===== src/hdl/bni_pkg.sv =====
// Shared constants and types for the batch normalization inference unit.
package bni_pkg;
    localparam int MaxChannelsDefault = 256;
    localparam int DataWidth          = 32;
    localparam int ChanWidth          = 8;

    localparam logic [1:0] RegChannelCount  = 2'd0;
    localparam logic [1:0] RegSpatialLength = 2'd1;
    localparam logic [1:0] RegEpsilon       = 2'd2;

    localparam logic OpSample = 1'b0;
    localparam logic OpLoad   = 1'b1;

    // Folded coefficients stored per channel.
    typedef struct packed {
        logic signed [31:0] factor;
        logic signed [31:0] mean;
        logic signed [31:0] bias;
    } t_coef;
endpackage


===== src/hdl/bni_fold.sv =====
// Multi-cycle unit: factor = scale * 2^16 / sqrt((variance + epsilon) * 2^16).
module bni_fold
    import bni_pkg::*;
(
    input  logic               i_clk,
    input  logic               i_rst_n,
    input  logic               i_start,
    input  logic signed [31:0] i_scale,
    input  logic [30:0]        i_variance,
    input  logic [15:0]        i_epsilon,
    output logic               o_done,
    output logic signed [31:0] o_factor
);
    typedef enum logic [1:0] {S_IDLE, S_ROOT, S_DIV, S_FIN} t_state;

    t_state       r_state;
    logic [47:0]  r_rem;     // radicand remainder
    logic [47:0]  r_rad;     // radicand shifting out
    logic [23:0]  r_root;
    logic [5:0]   r_cnt;
    logic [47:0]  r_num;
    logic [48:0]  r_drem;
    logic [47:0]  r_quot;
    logic         r_neg;
    logic         r_done;
    logic signed [31:0] r_factor;

    logic [49:0]  rem_sh;
    logic [49:0]  trial;
    logic [48:0]  drem_sh;
    logic [31:0]  sc_mag;

    always_comb begin
        sc_mag  = i_scale[31] ? 32'(-i_scale) : 32'(i_scale);
        rem_sh  = {r_rem, r_rad[47:46]};
        trial   = {24'd0, r_root, 2'b01};
        drem_sh = {r_drem[47:0], r_num[47]};
    end

    always_ff @(posedge i_clk) begin
        if (!i_rst_n) begin
            r_state <= S_IDLE;
            r_done  <= 1'b0;
        end else begin
            r_done <= 1'b0;
            case (r_state)
                S_IDLE: begin
                    if (i_start) begin
                        r_rad   <= {(32'({1'b0, i_variance}) + 32'(i_epsilon)), 16'd0};
                        r_rem   <= '0;
                        r_root  <= '0;
                        r_cnt   <= 6'd24;
                        r_num   <= {sc_mag, 16'd0};
                        r_neg   <= i_scale[31];
                        r_state <= S_ROOT;
                    end
                end
                S_ROOT: begin
                    // one root bit per cycle
                    if (rem_sh >= trial) begin
                        r_rem  <= 48'(rem_sh - trial);
                        r_root <= {r_root[22:0], 1'b1};
                    end else begin
                        r_rem  <= 48'(rem_sh);
                        r_root <= {r_root[22:0], 1'b0};
                    end
                    r_rad <= {r_rad[45:0], 2'b00};
                    r_cnt <= r_cnt - 6'd1;
                    if (r_cnt == 6'd1) begin
                        r_cnt   <= 6'd48;
                        r_drem  <= '0;
                        r_quot  <= '0;
                        r_state <= S_DIV;
                    end
                end
                S_DIV: begin
                    // one quotient bit per cycle
                    if (r_root != 24'd0 && drem_sh >= {25'd0, r_root}) begin
                        r_drem <= drem_sh - {25'd0, r_root};
                        r_quot <= {r_quot[46:0], 1'b1};
                    end else begin
                        r_drem <= drem_sh;
                        r_quot <= {r_quot[46:0], 1'b0};
                    end
                    r_num <= {r_num[46:0], 1'b0};
                    r_cnt <= r_cnt - 6'd1;
                    if (r_cnt == 6'd1) r_state <= S_FIN;
                end
                S_FIN: begin
                    if (r_root == 24'd0) begin
                        if (r_num == 48'd0 && !r_neg && r_quot == 48'd0)
                            r_factor <= '0;
                        else
                            r_factor <= 32'h7FFF_FFFF;
                    end else if (r_neg) begin
                        r_factor <= (r_quot >= 48'h8000_0000) ? 32'h8000_0000
                                                             : 32'(-r_quot[31:0]);
                    end else begin
                        r_factor <= (r_quot > 48'h7FFF_FFFF) ? 32'h7FFF_FFFF
                                                            : r_quot[31:0];
                    end
                    r_done  <= 1'b1;
                    r_state <= S_IDLE;
                end
                default: r_state <= S_IDLE;
            endcase
        end
    end

    // zero root: sign of scale picks the rail, zero scale gives zero
    logic zero_scale;
    logic [47:0] r_mag0;
    always_ff @(posedge i_clk) begin
        if (i_start && r_state == S_IDLE) r_mag0 <= {sc_mag, 16'd0};
    end
    assign zero_scale = (r_mag0 == 48'd0);

    assign o_done   = r_done;
    assign o_factor = (r_root == 24'd0) ?
                      (zero_scale ? 32'sd0 : (r_neg ? 32'sh8000_0000 : 32'sh7FFF_FFFF))
                      : r_factor;
endmodule


===== config.mk =====
export PLATFORM = sky130hd
export DESIGN_NAME = bni_fold
export DESIGN_NICKNAME = d
export VERILOG_FILES = /design/src/hdl/bni_pkg.sv /design/src/hdl/bni_fold.sv
export SDC_FILE = /design/constraint.sdc
export NUM_CORES = 1
export LEC_CHECK = 0
export ABC_AREA = 0
export ABC_CLOCK_PERIOD_IN_PS = 12500
export BUFFER_PORTS_ARGS = -buffer_cell sky130_fd_sc_hd__clkbuf_2
export CORE_UTILIZATION = 60
export CTS_CLUSTER_SIZE = 28
export DETAILED_ROUTE_END_ITERATION = 6
export PLACE_DENSITY = 0.79
export SYNTH_ARGS = -nofsm -noshare
export SYNTH_HDL_FRONTEND = slang
export SYNTH_SLANG_ARGS = --single-unit

===== constraint.sdc =====
create_clock -name i_clk -period 12.5 [get_ports i_clk]
set_input_delay 0.625 -clock i_clk [delete_from_list [all_inputs] [get_ports i_clk]]
set_output_delay 0.625 -clock i_clk [all_outputs]
set_load 0.01 [all_outputs]

## Word level (Yosys, flattened, before mapping)

Cells that the tools add are included.
Widths: inputs -> output; s select.

- Flip-flop bits (word level): 338
- Output and inout bits: 33
- Logic and storage cells: 84

- Add/subtract/negate cells: 6
- Order comparisons: 4
- Equality and inequality tests: 7
- Mux-type cells: 33
- Reductions and logical operators: 22

Operator list:

| kind | count |
|---|---|
| $pmux 48 s2 | 5 |
| $mux 48 | 7 |
| $mux 32 | 8 |
| $logic_not 48->1 | 3 |
| $neg 32->32 | 2 |
| $ge 50x26->1 | 1 |
| $ge 49x24->1 | 1 |
| $ge 48x32->1 const B | 1 |
| $gt 48x31->1 const B | 1 |
| $pmux 24 s2 | 1 |
| $sub 48x24->48 | 1 |
| $sub 48x26->48 | 1 |
| $add 31x16->32 | 1 |
| $mux 31 | 1 |
| $logic_not 24->1 | 1 |
| $mux 24 | 1 |
| $reduce_bool 24->1 | 1 |
| $pmux 6 s3 | 1 |
| $reduce_and 3->1 | 6 |
| $mux 6 | 2 |
| $pmux 2 s4 | 1 |
| $eq 6x1->1 const B | 1 |
| $mux 2 | 3 |
| $ne 2x2->1 const B | 3 |
| other kinds (10) | 18 |

## Longest topological paths before layout

Gate-level depths: netlist (run 1).

- Depth in word-level cells: 5
- Gate-level depth with buffers: 13
- Gate-level depth less buffers: 11

## Least setup slack after synthesis (run 1)

Ideal clock, no wire load.

- Path kind: register to register
- From: reg r_state[1]
- To: reg r_drem[0], enable pin
- Arrival: 8,104 ps
- Data required time: 11,802 ps
- Slack: 3,698 ps
- Cell stages (with the launch flop): 7
- Buffers on the path: 2
- Period minus slack after synthesis: 8,802 ps
- Path through: dfxtp_1 inv_1 ha_1 clkbuf_1 clkbuf_1 nand2_1 a21boi_0

- Word-level cells in the longest chain between the ends: 3

Ends and longest elaborated chain:

| what | line | RTL |
|---|---|---|
| from (decl) | bni_fold.sv:16 | `t_state r_state;` |
| from (signal assigned) | bni_fold.sv:42 | `r_state <= S_IDLE;` |
| from (signal assigned) | bni_fold.sv:55 | `r_state <= S_ROOT;` |
| from (signal assigned) | bni_fold.sv:73 | `r_state <= S_DIV;` |
| $eq 2x1->1 or $eq 2x2->1 (tied branches) | bni_fold.sv:46 | `case (r_state)` |
| $ne 2x2->1 (no line) or $reduce_bool 2->1 (tied branches) | - |  |
| $reduce_and 3->1 (no line) * | - |  |
| to (signal assigned) | bni_fold.sv:79 | `r_drem <= drem_sh - {25'd0, r_root};` |
| to (signal assigned) | bni_fold.sv:82 | `r_drem <= drem_sh;` |
| to (decl) | bni_fold.sv:22 | `logic [48:0] r_drem;` |

Every way passes the cells marked *; elsewhere a longest branch is shown, timed or not.
A chain may end at the register's enable or synchronous reset.

## Worst setup path in the final report (run 1)

- From: reg r_root[7]
- To: reg r_rem[45], data pin

- Word-level cells in the longest chain between the ends: 3

Ends and longest elaborated chain:

| what | line | RTL |
|---|---|---|
| from (decl) | bni_fold.sv:19 | `logic [23:0] r_root;` |
| from (signal assigned) | bni_fold.sv:62 | `r_root <= {r_root[22:0], 1'b1};` |
| from (signal assigned) | bni_fold.sv:65 | `r_root <= {r_root[22:0], 1'b0};` |
| $sub 48x26->48 or $ge 50x26->1 (tied branches) | bni_fold.sv:61, bni_fold.sv:60 |  |
| $mux 48 * | bni_fold.sv:60 | `if (rem_sh >= trial) begin` |
| $pmux 48 s2 * | bni_fold.sv:46 |  |
| to (signal assigned) | bni_fold.sv:61 | `r_rem <= 48'(rem_sh - trial);` |
| to (signal assigned) | bni_fold.sv:64 | `r_rem <= 48'(rem_sh);` |
| to (decl) | bni_fold.sv:17 | `logic [47:0] r_rem;` |

Marked as above.

==> results of run 1 <==
==> flip-flops by register name, indices dropped and copies added, names as in the netlist <==
name	flops
r_mag0	32
r_num	32
r_rad	32
r_rem	48
r_factor	32
r_root	24
o_done	1
r_quot	48
r_cnt	6
r_drem	48
r_state	2
r_neg	1
==> how the worst max path moves through the flow <==
stage | from | endpoint | slack [ps] | depth (start not counted)
floorplan | r_state[1] | r_drem[0] | 3700 | 6
global placement | r_root[7] | r_rem[47] | 8870 | 11
detailed placement | r_root[7] | r_rem[45] | 8690 | 11
CTS | r_root[7] | r_rem[45] | 8680 | 11
global route | r_root[7] | r_rem[41] | 8400 | 11
finish | r_root[7] | r_rem[45] | 8600 | 11
==> through the flow <==
stage	cells	power, mW	worst slack (ps)	cell area (um^2)	hold WS (ps)
finish	2421	3.78	8600	21000	351
global route	2421	3.98	8400	21000	345
CTS	2420	3.77	8680	21000	338
detailed placement	2360	2.74	8690	19900	515
global placement	2360	2.69	8870	19900	497
floorplan	1919	2.45	3700	19000	487
==> where the power goes <==
part / switching [mW] / internal [mW]
clock network: 0.414 / 0.622
logic: 0.781 / 0.453
registers: 0.103 / 1.41
==> cells in the final DEF (no fill, tap or decap), types with 35 or more instances in the layout <==
cell,count
xnor2_1,75
edfxtp_1,303
nand2_1,215
and2_1,53
inv_1,60
clkbuf_16,35
clkbuf_2,114
nor4_1,49
nor2_1,156
ha_1,72
o21ai_0,111
a21o_1,58
a21oi_1,169
==> critical path: stages (launching register included) <==
cell	delay (ps)
edfxtp_1	380
inv_1	130
ha_1	330
a21oi_1	270
or3b_1	400
a2111oi_2	410
o21ai_1	220
and4_1	290
nor2_2	630
buf_4	340
nor4_1	90
mux2i_1	150
==> logic make-up (layout without fill, tap and decap cells) <==
logic type,Yosys count,count (layout)
DFF,306,306
muxes,53,53
other,0,1
buffers and inverters,149,254
AOI/OAI and AO/OA,511,511
adders and majority gates,76,76
xor gates and xnor gates,108,108
and+or+nand+nor,716,716
==> per-layer routing <==
metal / routed length, um / vias up
li1: - / 7329
met1: 18800 / 7259
met2: 22200 / 559
met3: 2730 / 114
met4: 1210 / 0
met5: 0 / -
==> area by class of cell <==
cell class,instances,share of cell area
tap,396,0.0236
sequential,306,0.436
inverter,64,0.0114
antenna,1,0.000119
multi-input combinational,1464,0.442
clock buffer,44,0.0433
clock inverter,16,0.0108
timing repair buffer,130,0.0329
==> results.yml, run 1 <==
status:
  status: "finished clean"
synthesis:
  synthArstFlopShare: 0
  synth_top_area_frac: 0.478
  synth_top_family_by_area: "simple AND/OR/NAND/NOR gates"
  netlist_area_um2: 19000
  syn_avg_cell_area_um2: 9.93
  synth_xor_area_frac: 0.0497
  synthSimpleGateAreaFrac: 0.190
  synth_common_cells: "edfxtp_1 (303), nand2_1 (215), a21oi_1 (169), nor2_1 (157), o21ai_0 (111)"
  synth_compound_area_frac: 0.166
  ys_ff_latch: 306
  syn-num-nets: 2077
  synthTopCellsByArea: "edfxtp_1 (48%), ha_1 (4.9%), a21oi_1 (4.4%)"
  synth_cells: 1919
  synthMuxAreaShare: 0.0300
  synth_edf_count: 303
  synthFlopType: "edfxtp_1"
  synth_most_common_cell: "edfxtp_1"
  yosys.area_share.adder: 0.0507
  yosys_warnings: 0
  synth_cell_types: 85
  synth_top_area_cell: "edfxtp_1"
  yosysSeqAreaShare: 0.481
floorplanning:
  rows: 64
  top_level_ports: 115
  die_x_um: 180
  initial_core_util: 0.616
  fp.coreArea_um2: 30900
  die_area_um2: 32500
  die_h_um: 180
placement:
  dp_hpwl_um: 30700
  gp_congestion: 0.912
  io_buffer_count: 114
sta:
  hold_viol: 0
  setup_tns_ps: 0
  post-route-period-util: 0.312
  fmax_mhz: 256
  setup_viol: 0
  finalCriticalPeriod_ps: 3900
  drv_slew: 0
  rsz0062_at_grt: "false"
  slew_headroom: 0.131
  finClkSkew_ps: 20.3
  tightest_slew_ps: 1300
drt:
  first_pass_iters: 6
  avgRoutedWirePerCell_um: 18.6
  drc_errors: 0
  postRouteAntennaNets: 0
  routed_via_density: 6.30
  vias: 15300
  finalWirelength_um: 44900
  drt-initial-drc-count: 1290
global_routing:
  grt-ovfl-total: 0
  grt_usage: 0.274
  met1_usage: 0.356
  grt_use_met2: 0.471
  grt_pass1_vias: 14900
  gr-usage-met3: 0.0386
  busiest_layer: "met2"
  antenna_found_initial: 1
  grt_max_degree: 85
  grt_pass1_wl_um: 73500
hold_path:
  hold_path_depth: 1
  worstHoldStart: "i_scale[0]"
  whs_endpoint: "r_mag0[16]"
  hp-class: "input port to register"
pwr:
  pwr_density_cell_nw_per_um2: 180
  vdd_ir_drop_max_mv: 0.102
  leakage_nw: 7.71
clock_network:
  clkLatencyLatePin_ps: 530
  numCtsBuffers: 34
  post-cts-setup-buffer-count: 0
  cts_tree: "yes"
  cts_sinks: 306
  cts_resized: 0
  clk_path_buf_depth: 3
  htree_levels: 2
  hold_buffers: 0
  root_buffer: "clkbuf_16"
  clk_pin_slew_ps: 60
critical_path:
  r2r_cells: 11
  cp_data_required_time_ps: 12760
  startpoint_type: "register"
  r2r-end: "r_rem[45]"
  worstPathMaxFanout: 17
  arrival_ps: 4170
  r2r-start: "r_root[7]"
  worstSetupPathType: "register to register"
  crit_path_end_kind: "register"
  ff2ff_setup_slack_ps: 8600
run:
  maxCapViolCount: 0
finish:
  final_util: 0.680
  finish.net_count: 2158
  fillCellCount: 2334
  register_area_um2: 9160
  multi_input_area_um2: 9290
  area_growth_pct: 10.3
  layout-drive-gt1-share: 0.125
Power figures use the tool's default switching activity.
==> run 2: changes to the inputs <==
--- a/config.mk
+++ b/config.mk
@@ -6,12 +6,12 @@
 export NUM_CORES = 1
 export LEC_CHECK = 0
 export ABC_AREA = 0
-export ABC_CLOCK_PERIOD_IN_PS = 12500
+export ABC_CLOCK_PERIOD_IN_PS = 3200
 export BUFFER_PORTS_ARGS = -buffer_cell sky130_fd_sc_hd__clkbuf_2
-export CORE_UTILIZATION = 60
+export CORE_UTILIZATION = 56
 export CTS_CLUSTER_SIZE = 28
 export DETAILED_ROUTE_END_ITERATION = 6
-export PLACE_DENSITY = 0.79
+export PLACE_DENSITY = 0.77
 export SYNTH_ARGS = -nofsm -noshare
 export SYNTH_HDL_FRONTEND = slang
 export SYNTH_SLANG_ARGS = --single-unit
==> constraint.sdc (replaced) <==
create_clock -name i_clk -period 3.2 [get_ports i_clk]
set_input_delay 0.16 -clock i_clk [delete_from_list [all_inputs] [get_ports i_clk]]
set_output_delay 0.16 -clock i_clk [all_outputs]
set_load 0.01 [all_outputs]
==> run 2 against run 1 <==
Net effect: first-iteration DRC count is 3.3% higher; worst setup slack worse by 8500 ps; critical path depth is 3 lower; total power grew to 4.1 times the previous value; die area is 7.1% higher; final area is 7.6% higher; combinational power grew to 4.5 times the previous value.
==> results.yml, run 2 (synthesis gave the netlist of run 1 again) <==
pwr:
  leakage_nw: 8.39
  vdd_ir_drop_max_mv: 0.622
  pwr_density_cell_nw_per_um2: 691
finish:
  final_cell_mix: "edfxtp_1 (303), nand2_1 (215), nor2_1 (155)"
  area_growth_pct: 18.7
  final_util: 0.674
  fillCellCount: 2559
  final_common_cell: "edfxtp_1"
  register_area_um2: 9160
  layout-drive-gt1-share: 0.210
  finish.net_count: 2273
  multi_input_area_um2: 9750
  design_area_um2: 22600
  reg_top3: "r_drem: 48 flops, r_quot: 48 flops, r_rem: 48 flops"
clock_network:
  cts_tree: "yes"
  clkLatencyLatePin_ps: 520
  root_buffer: "clkbuf_16"
  numCtsBuffers: 34
  cts_sinks: 306
  htree_levels: 2
  clk_path_buf_depth: 3
  clk_pin_slew_ps: 60
critical_path:
  crit_start: "r_quot[9]"
  crit_path_end_kind: "register"
  r2r-end: "r_factor[29]"
  arrival_ps: 3400
  ff2ff_setup_slack_ps: 80
  cp_data_required_time_ps: 3470
  r2r-start: "r_quot[9]"
  r2r_cells: 8
  worstPathMaxFanout: 5
  worstSetupPathType: "register to register"
  startpoint_type: "register"
drt:
  finalWirelength_um: 45800
  postRouteAntennaNets: 0
  drt-initial-drc-count: 1333
  vias: 15800
  drc_errors: 0
  avgRoutedWirePerCell_um: 17.7
  first_pass_iters: 5
  routed_via_density: 6.09
global_routing:
  grt_pass1_vias: 15000
  grt_usage: 0.255
  grt_pass1_wl_um: 74200
  antenna_found_initial: 1
  grt_max_degree: 97
  grt-ovfl-total: 0
sta:
  post-route-period-util: 0.977
  hold_viol: 0
  drv_slew: 0
  finalCriticalPeriod_ps: 3120
  fmax_mhz: 320
  finClkSkew_ps: 20.2
  rsz0062_at_grt: "true"
  tightest_slew_ps: 920
  slew_headroom: 0.385
  setup_viol: 0
placement:
  gp_congestion: 0.914
  dp_hpwl_um: 31800
  placed_cell_area_um2: 20700
  io_buffer_count: 114
hold_path:
  hp-class: "input port to register"
  hold_path_depth: 2
  whs_endpoint: "r_mag0[34]"
  worstHoldStart: "i_scale[18]"
floorplanning:
  rows: 67
  top_level_ports: 115
  die_area_um2: 34800
  die_x_um: 186
  initial_core_util: 0.568
  die_h_um: 186
  fp.coreArea_um2: 33500
status:
  status: "finished clean"
run:
  maxCapViolCount: 0
## run 2: cell count changes in the layout (fill, tap and decap cells not counted), moves of 10 or more
cell / previous run / this run
a21oi_1: 169 / 154
a21oi_2: 0 / 14
buf_4: 16 / 116
ha_1: 72 / 62
nor4_1: 49 / 35
nor4_2: 0 / 10
## run 2: metal layers
metal  wire, um  track usage  up-vias
li1           -            -     7560
met1      20200        0.350     7553
met2      22000        0.431      565
met3       2400       0.0286       84
met4       1120       0.0690        0
met5          0            0        -
## run 2: cell type report
class,count,share of cell area
antenna,1,0.000111
multi-input combinational,1464,0.431
timing repair buffer,245,0.0754
clock inverter,19,0.0123
inverter,64,0.0106
clock buffer,42,0.0408
tap,448,0.0248
sequential,306,0.405
## run 2: critical path: stages (launching register included)
cell and delay (ps):
edfxtp_1 370, or4_1 590, or3_2 500, or2_2 340
or3_4 390, nor3_2 130, mux2_2 370, a21oi_2 150
nor2_2 50
## run 2: what timing repair did
action                     4_1_cts  5_1_grt
resized for setup               18       91
hold endpoints to repair         2        0
cloned                           0        2
buffers inserted                 2       15
pin swaps                        2       29
hold buffers                     2        0
setup endpoints to repair       79      152
## run 2: power by group
part	internal, mW	switching, mW
logic	2.22	3.27
clock network	2.62	1.61
registers	5.50	0.406
total	10.3	5.28
## run 2: metrics by stage
stage	TNS [ps]	power, mW	worst slack, ps	hold slack, ps	cells
3_5_place_dp	-454	11.1	-43.2	403	2506
4_1_cts	0	15.4	3.15	0.933	2571
5_1_grt	-611	16.4	-41.8	1.59	2589
2_1_floorplan	0	9.52	16.7	259	1919
6_report	0	15.6	75.2	10.9	2589
3_3_place_gp	-29.1	10.9	-25.8	410	2506
## run 2: how the worst max path moves through the flow
stage                    to  slack (ps)  cells past startpoint
2_1_floorplan     r_rem[10]          20                     13
3_3_place_gp     r_drem[21]         -30                      8
3_5_place_dp     r_drem[43]         -40                     12
4_1_cts        r_factor[20]           3                      9
5_1_grt          r_drem[42]         -40                     13
6_report       r_factor[29]          80                      8
